`src/rtl/cbq_pkg.sv`:
```
`timescale 1ns / 1ps

package cbq_pkg;

  // filter structure
  localparam int SECTIONS    = 2;
  localparam int NUM_COEF_RG = 2;

  // datapath widths
  localparam int SAMPLE_W  = 24;
  localparam int GAIN_W    = 32;
  localparam int COEF_W    = 16;
  localparam int HIST_W    = 32;
  localparam int MUL_W     = HIST_W + COEF_W;
  localparam int ACC_W     = 50;
  localparam int GPROD_W   = SAMPLE_W + GAIN_W;
  localparam int COEF_FRAC = 14;
  localparam int GAIN_FRAC = 24;

  // register port
  localparam int CFG_DATA_W = 64;
  localparam int CFG_ADDR_W = 5;

  localparam logic [1:0] REG_GAIN = 2'd0;
  localparam logic [1:0] REG_SEC0 = 2'd1;
  localparam logic [1:0] REG_SEC1 = 2'd2;

  localparam logic signed [GAIN_W-1:0] GAIN_RESET = 32'sd16777216;

  localparam logic signed [ACC_W-1:0]   ACC_HALF   = ACC_W'(1) <<< (COEF_FRAC - 1);
  localparam logic signed [GPROD_W-1:0] GPROD_HALF = GPROD_W'(1) <<< (GAIN_FRAC - 1);

  // per-cell sequencer
  typedef enum logic [2:0] {
    ST_IDLE,
    ST_P1,
    ST_P2,
    ST_W,
    ST_Z1,
    ST_Z2,
    ST_DONE
  } cell_state_t;

  // data handed from one stage to the next
  typedef struct packed {
    logic                     valid;
    logic signed [HIST_W-1:0] data;
  } hand_t;

  // round half up by COEF_FRAC bits, then saturate to the history range
  function automatic logic signed [HIST_W-1:0] rnd_sat_acc(input logic signed [ACC_W-1:0] v);
    logic signed [ACC_W-1:0]           t;
    logic [ACC_W-COEF_FRAC-1:0]        q;
    logic [ACC_W-COEF_FRAC-HIST_W:0]   top;
    t   = v + ACC_HALF;
    q   = t[ACC_W-1:COEF_FRAC];
    top = q[ACC_W-COEF_FRAC-1:HIST_W-1];
    if ((&top) || !(|top)) begin
      rnd_sat_acc = q[HIST_W-1:0];
    end else if (q[ACC_W-COEF_FRAC-1]) begin
      rnd_sat_acc = {1'b1, {(HIST_W-1){1'b0}}};
    end else begin
      rnd_sat_acc = {1'b0, {(HIST_W-1){1'b1}}};
    end
  endfunction

  // round half up by GAIN_FRAC bits; 24 x 32 product always fits afterwards
  function automatic logic signed [HIST_W-1:0] rnd_gain(input logic signed [GPROD_W-1:0] v);
    logic signed [GPROD_W-1:0] t;
    t = v + GPROD_HALF;
    rnd_gain = t[GAIN_FRAC+HIST_W-1:GAIN_FRAC];
  endfunction

  // saturate a history-width word to the sample range
  function automatic logic signed [SAMPLE_W-1:0] sat_sample(input logic signed [HIST_W-1:0] v);
    logic [HIST_W-SAMPLE_W:0] top;
    top = v[HIST_W-1:SAMPLE_W-1];
    if ((&top) || !(|top)) begin
      sat_sample = v[SAMPLE_W-1:0];
    end else if (v[HIST_W-1]) begin
      sat_sample = {1'b1, {(SAMPLE_W-1){1'b0}}};
    end else begin
      sat_sample = {1'b0, {(SAMPLE_W-1){1'b1}}};
    end
  endfunction

endpackage

```
`src/rtl/cbq_gain.sv`:
```
`timescale 1ns / 1ps

module cbq_gain import cbq_pkg::*; (
  input  logic                       clk,
  input  logic                       rst_n,
  input  logic                       up_valid_i,
  input  logic signed [SAMPLE_W-1:0] up_sample_i,
  output logic                       up_ready_o,
  input  logic signed [GAIN_W-1:0]   gain_i,
  output hand_t                      dn_o,
  input  logic                       dn_ready_i
);

  logic                      valid_r, valid_nxt;
  logic signed [GPROD_W-1:0] prod_r, prod_nxt;

  // one product register, refilled as soon as the first cell takes it
  always_comb begin
    up_ready_o = !valid_r || dn_ready_i;
    valid_nxt  = valid_r;
    prod_nxt   = prod_r;
    if (up_valid_i && up_ready_o) begin
      valid_nxt = 1'b1;
      prod_nxt  = GPROD_W'(up_sample_i) * GPROD_W'(gain_i);
    end else if (dn_ready_i) begin
      valid_nxt = 1'b0;
    end
  end

  assign dn_o.valid = valid_r;
  assign dn_o.data  = rnd_gain(prod_r);

  always_ff @(posedge clk) begin
    if (!rst_n) begin
      valid_r <= 1'b0;
    end else begin
      valid_r <= valid_nxt;
    end
  end

  always_ff @(posedge clk) begin
    prod_r <= prod_nxt;
  end

endmodule

```
`config.mk`:
```
export PLATFORM = sky130hd
export DESIGN_NAME = cbq_gain
export DESIGN_NICKNAME = d
export VERILOG_FILES = /design/src/rtl/cbq_pkg.sv /design/src/rtl/cbq_gain.sv
export SDC_FILE = /design/constraint.sdc
export NUM_CORES = 2
export LEC_CHECK = 0
export ABC_CLOCK_PERIOD_IN_PS = 7300
export BUFFER_PORTS_ARGS = -buffer_cell sky130_fd_sc_hd__buf_2
export CORE_ASPECT_RATIO = 1.4
export CORE_MARGIN = 5
export CORE_UTILIZATION = 60
export CTS_BUF_LIST = sky130_fd_sc_hd__clkbuf_2
export CTS_CLUSTER_DIAMETER = 120
export CTS_CLUSTER_SIZE = 30
export DETAILED_ROUTE_END_ITERATION = 8
export PLACE_DENSITY = 0.86
export SLEW_MARGIN = 15
export SYNTH_ARGS = -nofsm -noshare
export SYNTH_HDL_FRONTEND = slang
export SYNTH_SLANG_ARGS = --single-unit
```
`constraint.sdc`:
```
create_clock -name clk -period 7.3 [get_ports clk]
set_input_delay 1.095 -clock clk [delete_from_list [all_inputs] [get_ports clk]]
set_output_delay 1.095 -clock clk [all_outputs]
set_load 0.02 [all_outputs]
```
==> results_dict.tcl <==
set metrics [dict create \
    drt-vias-per-instance 5.70 \
    nFillCells 3251 \
    crit_path_start_kind "input pin" \
    drc 0 \
    gp_congestion 0.964 \
    die_x_um 192 \
    cp.arrival_ns 7.42 \
    synth_top_cells_by_area "fa_1, inv_1, and2_1" \
    rr_worst_depth 3 \
    firstDrtPassIters 6 \
    gr-usage-all-layers_pct 31.3 \
    syn_area_per_cell_um2 9.49 \
    ys.flop_type "edfxtp_1" \
    std_cell_rows 93 \
    antenna_found_initial 10 \
    worstReg2RegEnd "prod_r[30]" \
    yosysWarnings 0 \
    routed_wl_um 78300 \
    max-cap-violations 0 \
    clkSinkCount 34 \
    synth-edff-count 33 \
    finalHoldViolCount 0 \
    hold_path_depth 2 \
    crit_type "input pin to register" \
    async_flop_share_pct 0 \
    max_stage_delay_ns 0.68 \
    slew_viol_final 0 \
    start_util_pct 60.5 \
    cts_tree "done" \
    yosys.area.top_type_share_pct 56.3 \
    finalNetCount 4145 \
    synth_area_mm2 0.0278 \
    synthCells 2930 \
    clock_latency_ns 0.36 \
    via_count 21556 \
    syn_nets 3919 \
    area_delta_synth_final_pct 12.1 \
    core_region_area_mm2 0.0460 \
    cts-root-buf "clkbuf_2" \
    cts_htree_levels 2 \
    critPathBufInv 4 \
    drtIter0Drc 1367 \
    hpwl_um 68300 \
    netlist_top_cells_count "fa_1, inv_1, nand2_1" \
    status "finished, final reports clean" \
    cts_inserted_buffers 5 \
    cp-end-kind "register" \
    die_area_mm2 0.0508 \
    setup_violations 0 \
    required_ns 7.44 \
    grt_max_degree 34 \
    worstPathMaxFanout 13 \
    io_buffers 93 \
    drive_above_1_share_pct 14.3 \
    cp.depth 21 \
    hold_buffers 0 \
    fmax_ghz 0.137 \
    seq_area_frac_synth_pct 3.64 \
    rrSetupSlack_ns 6.04 \
    finClkSkew_ns 0.0104 \
    detail_route.wl_per_cell_um 20.7 \
    fin_setup_tns_ns 0 \
    grt_pass1_wl_um 124000 \
    ys_ff_latch 34 \
    maxSlewHeadroom_pct 64.6 \
    crit_chain "clkbuf_4 > buf_4 > buf_4 > and2_1 > fa_1 > fa_1 > fa_1 > fa_2 > fa_1 > fa_1 > fa_1 > ha_1 > buf_4 > a311oi_2 > o21ai_1 > a21oi_2 > and2b_1 > a2bb2oi_4 > nor3b_4 > a2111oi_4 > xnor2_1" \
    holdPathEnd "valid_r" \
    grt_overflow_total 0 \
    ant_nets 0 \
    hold_class "register to register" \
    die_h_um 265 \
    clkSlewWorstSetupHoldPaths_ns 0.17 \
    ys_types 61 \
    fin_crit_ns 7.28 \
    critPathTopFamily "adder cells" \
    hp-start "valid_r" \
    synth_most_common_cell "fa_1" \
    clock_path_buffers 2 \
    worstReg2RegStart "valid_r" \
    io_pins 94 \
    critical-path-slowest-cell "fa_2" \
    whs_ns 0.526 \
    tightestPinTransition_ns 0.530 \
    grt_pass1_vias 25250 \
    postCtsSetupBuffers 0 \
    period_share_pct 99.7 \
    cpMostUsedCell "fa_1" \
    yosysTopAreaCell "fa_1" \
]
## metal layers
metal | global-route usage (%) | part of all wire (%)
met5 | 0 | 0
met2 | 56.9 | 54
met3 | 3.86 | 5.1
met4 | 29.0 | 12
met1 | 29.9 | 28
## area by class of cell
cell class / instances / area [um2] / area share (%)
Tap cell: 617 / 772 / 2.48
Multi-Input combinational cell: 2031 / 23800 / 76.4
Timing Repair Buffer: 358 / 2770 / 8.89
Clock buffer: 6 / 30.0 / 0.0963
Antenna cell: 10 / 25.0 / 0.0803
Clock inverter: 2 / 8.76 / 0.0281
Sequential cell: 34 / 1010 / 3.24
Inverter: 726 / 2730 / 8.75
## kinds of logic after synthesis
kind of cell / Yosys count / synth area share (%)
simple gates: 902 / 16.2
compound gates: 121 / 3.02
flops: 34 / 3.64
xor+xnor: 79 / 2.49
fa+ha+maj: 929 / 62.9
buf+inv: 865 / 11.7
## worst max-delay path by stage
stage / start / endpoint / slack [ns]
after global routing: up_sample_i[11] / prod_r[53] / -0.08
after CTS: up_sample_i[1] / prod_r[53] / 0.004
final: up_sample_i[11] / prod_r[53] / 0.02
after detailed placement: up_sample_i[1] / prod_r[53] / -0.59
after global placement: up_sample_i[1] / prod_r[50] / -0.38
after floorplan: gain_i[31] / prod_r[55] / -0.01
## flip-flops by register name (all words and copies together) (netlist names)
register and count:
prod_r 33, valid_r 1
## worst min-delay path, delay by kind of cell, from the launching register on
kind | cells | cell delay (ns)
simple gates | 1 | 0.08
flops | 1 | 0.34
compound gates | 1 | 0.08
## cell usage in the layout (no fill, tap or decap), drive strengths merged, types with 3 or more instances in the layout
cell | synthesis | routed
edfxtp | 33 | 33
buf | 6 | 345
diode | 0 | 10
a211oi | 4 | 4
inv | 725 | 725
a21o | 8 | 8
clkbuf | 133 | 19
nand2 | 409 | 409
and2 | 368 | 368
nor2 | 49 | 49
a21oi | 42 | 42
nor3 | 6 | 6
ha | 147 | 147
o21bai | 5 | 5
a21boi | 3 | 3
o31ai | 5 | 5
o21ai | 26 | 26
xor2 | 24 | 24
and4 | 6 | 6
xnor2 | 55 | 55
o21a | 6 | 6
nand2b | 9 | 9
and3 | 9 | 9
nand4 | 15 | 15
fa | 782 | 782
nor2b | 4 | 4
a2111oi | 3 | 3
nand3 | 18 | 18
## metrics by stage
| stage | instance area (um2) | util, % | std cells | setup slack (ns) |
|---|---|---|---|---|
| floorplan | 27800 | - | 2930 | -0.0117 |
| finish | 31200 | 67.8 | 3784 | 0.0203 |
| global route | 31200 | 67.8 | 3784 | -0.0825 |
| detailed placement | 30600 | 66.7 | 3767 | -0.590 |
| global placement | 30600 | 66.7 | 3767 | -0.382 |
| CTS | 30700 | 66.8 | 3775 | 0.00437 |
## repair_timing
action / in CTS / in global routing
resized for setup: 7 / 144
pin swaps: 2 / 60
endpoints found under the setup margin: 14 / 21
Power is left out: the tool's default activity adds up to more than one toggle a clock period on the data nets, which glitch-free logic cannot reach.
