`src/rtl/cbq_pkg.sv`:
```
`timescale 1ns / 1ps

package cbq_pkg;

  // filter structure
  localparam int SECTIONS    = 2;
  localparam int NUM_COEF_RG = 2;

  // datapath widths
  localparam int SAMPLE_W  = 24;
  localparam int GAIN_W    = 32;
  localparam int COEF_W    = 16;
  localparam int HIST_W    = 32;
  localparam int MUL_W     = HIST_W + COEF_W;
  localparam int ACC_W     = 50;
  localparam int GPROD_W   = SAMPLE_W + GAIN_W;
  localparam int COEF_FRAC = 14;
  localparam int GAIN_FRAC = 24;

  // register port
  localparam int CFG_DATA_W = 64;
  localparam int CFG_ADDR_W = 5;

  localparam logic [1:0] REG_GAIN = 2'd0;
  localparam logic [1:0] REG_SEC0 = 2'd1;
  localparam logic [1:0] REG_SEC1 = 2'd2;

  localparam logic signed [GAIN_W-1:0] GAIN_RESET = 32'sd16777216;

  localparam logic signed [ACC_W-1:0]   ACC_HALF   = ACC_W'(1) <<< (COEF_FRAC - 1);
  localparam logic signed [GPROD_W-1:0] GPROD_HALF = GPROD_W'(1) <<< (GAIN_FRAC - 1);

  // per-cell sequencer
  typedef enum logic [2:0] {
    ST_IDLE,
    ST_P1,
    ST_P2,
    ST_W,
    ST_Z1,
    ST_Z2,
    ST_DONE
  } cell_state_t;

  // data handed from one stage to the next
  typedef struct packed {
    logic                     valid;
    logic signed [HIST_W-1:0] data;
  } hand_t;

  // round half up by COEF_FRAC bits, then saturate to the history range
  function automatic logic signed [HIST_W-1:0] rnd_sat_acc(input logic signed [ACC_W-1:0] v);
    logic signed [ACC_W-1:0]           t;
    logic [ACC_W-COEF_FRAC-1:0]        q;
    logic [ACC_W-COEF_FRAC-HIST_W:0]   top;
    t   = v + ACC_HALF;
    q   = t[ACC_W-1:COEF_FRAC];
    top = q[ACC_W-COEF_FRAC-1:HIST_W-1];
    if ((&top) || !(|top)) begin
      rnd_sat_acc = q[HIST_W-1:0];
    end else if (q[ACC_W-COEF_FRAC-1]) begin
      rnd_sat_acc = {1'b1, {(HIST_W-1){1'b0}}};
    end else begin
      rnd_sat_acc = {1'b0, {(HIST_W-1){1'b1}}};
    end
  endfunction

  // round half up by GAIN_FRAC bits; 24 x 32 product always fits afterwards
  function automatic logic signed [HIST_W-1:0] rnd_gain(input logic signed [GPROD_W-1:0] v);
    logic signed [GPROD_W-1:0] t;
    t = v + GPROD_HALF;
    rnd_gain = t[GAIN_FRAC+HIST_W-1:GAIN_FRAC];
  endfunction

  // saturate a history-width word to the sample range
  function automatic logic signed [SAMPLE_W-1:0] sat_sample(input logic signed [HIST_W-1:0] v);
    logic [HIST_W-SAMPLE_W:0] top;
    top = v[HIST_W-1:SAMPLE_W-1];
    if ((&top) || !(|top)) begin
      sat_sample = v[SAMPLE_W-1:0];
    end else if (v[HIST_W-1]) begin
      sat_sample = {1'b1, {(SAMPLE_W-1){1'b0}}};
    end else begin
      sat_sample = {1'b0, {(SAMPLE_W-1){1'b1}}};
    end
  endfunction

endpackage

```
`src/rtl/cbq_cell.sv`:
```
`timescale 1ns / 1ps

module cbq_cell import cbq_pkg::*; (
  input  logic                  clk,
  input  logic                  rst_n,
  input  hand_t                 up_i,
  output logic                  up_ready_o,
  input  logic [4*COEF_W-1:0]   coefs_i,
  output hand_t                 dn_o,
  input  logic                  dn_ready_i
);

  cell_state_t              state_r, state_nxt;
  logic signed [ACC_W-1:0]  acc_r, acc_nxt;
  logic signed [HIST_W-1:0] w_r, w_nxt;
  logic signed [HIST_W-1:0] h1_r, h1_nxt;
  logic signed [HIST_W-1:0] h2_r, h2_nxt;

  logic signed [COEF_W-1:0] pole1, pole2, zero1, zero2;
  logic signed [HIST_W-1:0] mul_h;
  logic signed [COEF_W-1:0] mul_c;
  logic signed [MUL_W-1:0]  mul_p;
  logic signed [ACC_W-1:0]  mul_ext;
  logic signed [HIST_W-1:0] acc_rnd;

  assign pole1 = coefs_i[COEF_W-1:0];
  assign pole2 = coefs_i[2*COEF_W-1:COEF_W];
  assign zero1 = coefs_i[3*COEF_W-1:2*COEF_W];
  assign zero2 = coefs_i[4*COEF_W-1:3*COEF_W];

  // shared multiplier operand select
  always_comb begin
    case (state_r)
      ST_P1:   begin mul_h = h1_r; mul_c = pole1; end
      ST_P2:   begin mul_h = h2_r; mul_c = pole2; end
      ST_Z1:   begin mul_h = h1_r; mul_c = zero1; end
      ST_Z2:   begin mul_h = h2_r; mul_c = zero2; end
      default: begin mul_h = h1_r; mul_c = pole1; end
    endcase
  end

  assign mul_p   = MUL_W'(mul_h) * MUL_W'(mul_c);
  assign mul_ext = ACC_W'(mul_p);
  assign acc_rnd = rnd_sat_acc(acc_r);

  // section sequencer: poles, new history value, zeros, hand off
  always_comb begin
    state_nxt  = state_r;
    acc_nxt    = acc_r;
    w_nxt      = w_r;
    h1_nxt     = h1_r;
    h2_nxt     = h2_r;
    up_ready_o = (state_r == ST_IDLE);
    dn_o.valid = (state_r == ST_DONE);
    dn_o.data  = acc_rnd;
    case (state_r)
      ST_IDLE: begin
        if (up_i.valid) begin
          acc_nxt   = ACC_W'(up_i.data) <<< COEF_FRAC;
          state_nxt = ST_P1;
        end
      end
      ST_P1: begin
        acc_nxt   = acc_r - mul_ext;
        state_nxt = ST_P2;
      end
      ST_P2: begin
        acc_nxt   = acc_r - mul_ext;
        state_nxt = ST_W;
      end
      ST_W: begin
        w_nxt     = acc_rnd;
        acc_nxt   = ACC_W'(acc_rnd) <<< COEF_FRAC;
        state_nxt = ST_Z1;
      end
      ST_Z1: begin
        acc_nxt   = acc_r + mul_ext;
        state_nxt = ST_Z2;
      end
      ST_Z2: begin
        acc_nxt   = acc_r + mul_ext;
        h2_nxt    = h1_r;
        h1_nxt    = w_r;
        state_nxt = ST_DONE;
      end
      ST_DONE: begin
        if (dn_ready_i) begin
          state_nxt = ST_IDLE;
        end
      end
      default: begin
        state_nxt = ST_IDLE;
      end
    endcase
  end

  // control and history, cleared at reset
  always_ff @(posedge clk) begin
    if (!rst_n) begin
      state_r <= ST_IDLE;
      h1_r    <= '0;
      h2_r    <= '0;
    end else begin
      state_r <= state_nxt;
      h1_r    <= h1_nxt;
      h2_r    <= h2_nxt;
    end
  end

  always_ff @(posedge clk) begin
    acc_r <= acc_nxt;
    w_r   <= w_nxt;
  end

`ifndef ASSERT_OFF
  a_hist_shift: assert property (@(posedge clk) disable iff (!rst_n)
    (state_r == ST_Z2) |=> (h1_r == $past(w_r) && h2_r == $past(h1_r)))
    else $error("history not shifted at end of section");

  a_hist_hold: assert property (@(posedge clk) disable iff (!rst_n)
    (state_r != ST_Z2) |=> ($stable(h1_r) && $stable(h2_r)))
    else $error("history changed outside of update step");

  a_done_hold: assert property (@(posedge clk) disable iff (!rst_n)
    (state_r == ST_DONE && !dn_ready_i) |=> (state_r == ST_DONE && $stable(acc_r)))
    else $error("section result lost while downstream stalled");
`endif

endmodule
```
`config.mk`:
```
export PLATFORM = sky130hd
export DESIGN_NAME = cbq_cell
export DESIGN_NICKNAME = d
export VERILOG_FILES = /design/src/rtl/cbq_pkg.sv /design/src/rtl/cbq_cell.sv
export SDC_FILE = /design/constraint.sdc
export NUM_CORES = 2
export LEC_CHECK = 0
export ABC_AREA = 1
export BUFFER_PORTS_ARGS = -buffer_cell sky130_fd_sc_hd__buf_4
export CAP_MARGIN = 10
export CORE_UTILIZATION = 65
export DETAILED_ROUTE_END_ITERATION = 7
export PLACE_DENSITY = 0.93
export RECOVER_POWER = 50
export SYNTH_ARGS = -nofsm -noshare
export SYNTH_HDL_FRONTEND = slang
export SYNTH_SLANG_ARGS = --single-unit
```
`constraint.sdc`:
```
create_clock -name clk -period 12.1 [get_ports clk]
set_input_delay 0.605 -clock clk [delete_from_list [all_inputs] [get_ports clk]]
set_output_delay 0.605 -clock clk [all_outputs]
set_load 0.02 [all_outputs]
```
==> summary.txt <==
Outcome
  – Run status: finished with violations
  – Violated checks: DRC, capacitance limit, slew limit

Detailed routing
  – Final antenna-violating net count: 0
  – Vias per Instance: 5.75
  – Number of vias after detailed routing: 29200
  – Number of DRC markers in iteration 0: 2823
  – Total length of routed wires: 101000 µm
  – Number of iterations in the first detailed-routing pass: 8
  – Final routed wire length divided by cell count: 19.9 µm
  – DRC violations left: 15

Clock tree
  – Worst-case clock buffer depth: 2
  – Post-cts hold buffer count: 0
  – Source-to-sink clock delay at the later pin of the worst-skew pair: 460 ps
  – CTS clock-pin slew for the worst setup and hold paths: 70 ps
  – CTS HTree Levels: 4
  – TritonCTS Buffers: 17
  – Cell at the root of the clock tree: sky130_fd_sc_hd__clkbuf_16
  – TritonCTS Sinks: 149
  – Clock tree from TritonCTS: yes

Global routing
  – Number of antenna violations at the first check in global routing: 0
  – GRT Residual Overflow: 0
  – Vias in the first global route: 29600
  – Wire length of the first global-routing pass: 157000 µm
  – Pin count of the biggest net entering global routing: 65
  – Aggregate global-route resource usage: 43.1%

Synthesis
  – Post-synth EDFFs: 82
  – Library cells used by synthesis: 57
  – Syn Area/Cell: 7.15 µm²
  – Portion of the post-synthesis area used by sequential elements: 12.3%
  – Mapped Cells: 4333
  – Synth warn: 0
  – Most common flop cell mapped by yosys: sky130_fd_sc_hd__edfxtp_1
  – Count of state elements after synthesis: 149
  – Ys async rst share: 0%
  – Post-Syn Nets: 5086
  – Summed instance area of the synthesized netlist: 31000 µm²

Placed design
  – HPWL Detailed: 83300 µm
  – Count of buffers inserted at the top-level ports: 133
  – Instance area after placement: 32900 µm²
  – Routability Congestion: 1.08

Final layout
  – Final #Nets: 5212
  – Diode count: 0
  – Filler instances: 3736
  – Final instance area: 33500 µm²
  – Ratio of cells with drive above 1 in the final layout: 7.94%
  – Most frequent cells in the layout: sky130_fd_sc_hd__nand2_1 (1127), sky130_fd_sc_hd__inv_1 (985), sky130_fd_sc_hd__fa_1 (487)
  – Most common library cell in the layout ignoring fill and taps: sky130_fd_sc_hd__nand2_1
  – Layout overhead on the synthesized area: 8.18%

STA
  – Normalized max-slew margin: -123%
  – Final sum of negative setup slack: 0 ps
  – Achievable frequency: 87.6 MHz
  – Final-report hold violation count: 0
  – Fin. max-slew vios: 205
  – RSZ-0062 raised after global routing: no
  – Final setup violation count: 0
  – Share of the clock period used by the worst path: 94.3%
  – Post-route minimum period: 11420 ps
  – Worst setup skew after layout: 12.7 ps
  – Transition time of the tightest slew-check pin: 3350 ps

Worst setup path
  – CP bufs+invs: 13
  – Slowest cell delay on critical path: 660 ps
  – Critical path data required time: 12320 ps
  – Crit path max-delay cell type: sky130_fd_sc_hd__fa_1
  – Startpoint kind of the worst setup timing path: flip-flop
  – Worst Path Arrival: 11630 ps
  – Library cell appearing most often on the critical path: sky130_fd_sc_hd__nand2_1
  – Type of element capturing the critical path: flip-flop
  – Cell type group with the largest total delay on the critical path: simple AND/OR/NAND/NOR gates
  – Crit path max fanout: 23
  – Kind of critical path: flip-flop to flip-flop

Floorplanning
  – Area of the die: 48500 µm²
  – Floorplan row count: 79
  – Boundary pin count: 134
  – Die extent in x: 220 µm
  – Height of the die: 220 µm
  – Starting utilization of the core area: 66.2%
  – Core footprint: 46800 µm²

Min path
  – Classification of the worst-slack hold path: primary input to flip-flop

Run
  – Total of max-cap violations: 4
==> final timing paths <==
path | cells after the start | slack [ps] | startpoint | endpoint
setup / recovery | 51 | 680 | state_r[1] | acc_r[49]
hold / removal | 3 | 430 | up_i[18] | acc_r[32]
setup reg to reg | 51 | 680 | state_r[1] | acc_r[49]
hold reg to reg | 2 | 450 | h2_r[12] | h2_r[12]
==> flip-flops by register name, indices dropped and copies added (netlist names) <==
register  count
acc_r        50
w_r          32
h1_r         32
h2_r         32
state_r       3
==> per-layer routing <==
metal,share of wire (%),vias up,GRT usage [%]
li1,-,13300,-
met2,45,1826,68.2
met1,35,13700,51.3
met3,12,442,12.5
met5,0,-,0
met4,7.9,0,28.0
==> synthesized netlist by cell type (3+ instances only) <==
| master | n | area (µm²) |
|---|---|---|
| sky130_fd_sc_hd__o211ai_1 | 6 | 45.0 |
| sky130_fd_sc_hd__o21bai_1 | 8 | 60.1 |
| sky130_fd_sc_hd__nor2_2 | 7 | 43.8 |
| sky130_fd_sc_hd__nand2_2 | 21 | 131 |
| sky130_fd_sc_hd__buf_6 | 4 | 45.0 |
| sky130_fd_sc_hd__a21boi_0 | 3 | 22.5 |
| sky130_fd_sc_hd__a21oi_1 | 213 | 1070 |
| sky130_fd_sc_hd__clkinv_1 | 22 | 82.6 |
| sky130_fd_sc_hd__o21ai_1 | 31 | 155 |
| sky130_fd_sc_hd__clkbuf_1 | 91 | 342 |
| sky130_fd_sc_hd__or2_2 | 11 | 68.8 |
| sky130_fd_sc_hd__nand2_1 | 1128 | 4230 |
| sky130_fd_sc_hd__buf_1 | 4 | 15.0 |
| sky130_fd_sc_hd__nor3_2 | 5 | 50.1 |
| sky130_fd_sc_hd__nand3_2 | 4 | 40.0 |
| sky130_fd_sc_hd__o21ai_0 | 109 | 546 |
| sky130_fd_sc_hd__nand3b_1 | 15 | 113 |
| sky130_fd_sc_hd__ha_1 | 166 | 2080 |
| sky130_fd_sc_hd__fa_1 | 487 | 9750 |
| sky130_fd_sc_hd__nand4_1 | 36 | 225 |
| sky130_fd_sc_hd__o21a_1 | 11 | 82.6 |
| sky130_fd_sc_hd__a22o_1 | 11 | 96.3 |
| sky130_fd_sc_hd__dfxtp_1 | 67 | 1340 |
| sky130_fd_sc_hd__edfxtp_1 | 82 | 2460 |
| sky130_fd_sc_hd__nor2_1 | 440 | 1650 |
| sky130_fd_sc_hd__nor3_1 | 42 | 210 |
| sky130_fd_sc_hd__inv_2 | 6 | 22.5 |
| sky130_fd_sc_hd__a21o_1 | 4 | 30.0 |
| sky130_fd_sc_hd__xnor2_1 | 40 | 350 |
| sky130_fd_sc_hd__a21oi_2 | 31 | 272 |
| sky130_fd_sc_hd__nand3_1 | 124 | 621 |
| sky130_fd_sc_hd__a31oi_1 | 13 | 81.3 |
| sky130_fd_sc_hd__inv_1 | 988 | 3710 |
| sky130_fd_sc_hd__nor4_1 | 6 | 37.5 |
| sky130_fd_sc_hd__buf_2 | 3 | 15.0 |
| sky130_fd_sc_hd__xor2_1 | 66 | 578 |
==> worst register-to-register path: cells and delay by family (launching register included) <==
| kind | cells | cell delay [ps] |
|---|---|---|
| buffers and inverters | 13 | 1660 |
| xor gates and xnor gates | 1 | 210 |
| AOI/OAI and AO/OA | 3 | 700 |
| DFF | 1 | 330 |
| adders and majority gates | 8 | 3770 |
| and+or+nand+nor | 26 | 4520 |
==> kinds of logic after synthesis <==
group / count (synthesis) / share of synthesized area, %
AOI/OAI and AO/OA: 449 / 8.20
and+or+nand+nor: 1854 / 24.5
buffers and inverters: 1120 / 13.7
DFF: 149 / 12.3
adders and majority gates: 653 / 38.2
xor gates and xnor gates: 108 / 3.10
==> repair_timing <==
action | in CTS | in global routing
gates resized for setup | 0 | 11
setup endpoints to repair | 0 | 20
setup buffers | 0 | 3
==> layout make-up <==
class / instances / area (µm²) / area share (%)
multi-input combinational: 3065 / 23000 / 68.6
inverter: 1016 / 3830 / 11.4
sequential: 149 / 3800 / 11.4
timing repair buffer: 210 / 1560 / 4.65
tap: 607 / 759 / 2.27
clock buffer: 17 / 425 / 1.27
clock inverter: 15 / 140 / 0.418
==> per-stage QoR <==
stage               setup slack (ps)  util (%)  hold WS (ps)  cells
floorplan                       3050         -           429   4333
global placement                 471      70.3           437   5043
detailed placement               331      70.3           442   5043
CTS                              276      71.5           410   5075
global route                    26.0      71.6           436   5079
finish                           685      71.6           428   5079
Power is left out: the tool's default activity adds up to more than one toggle a clock period on the data nets, which glitch-free logic cannot reach.
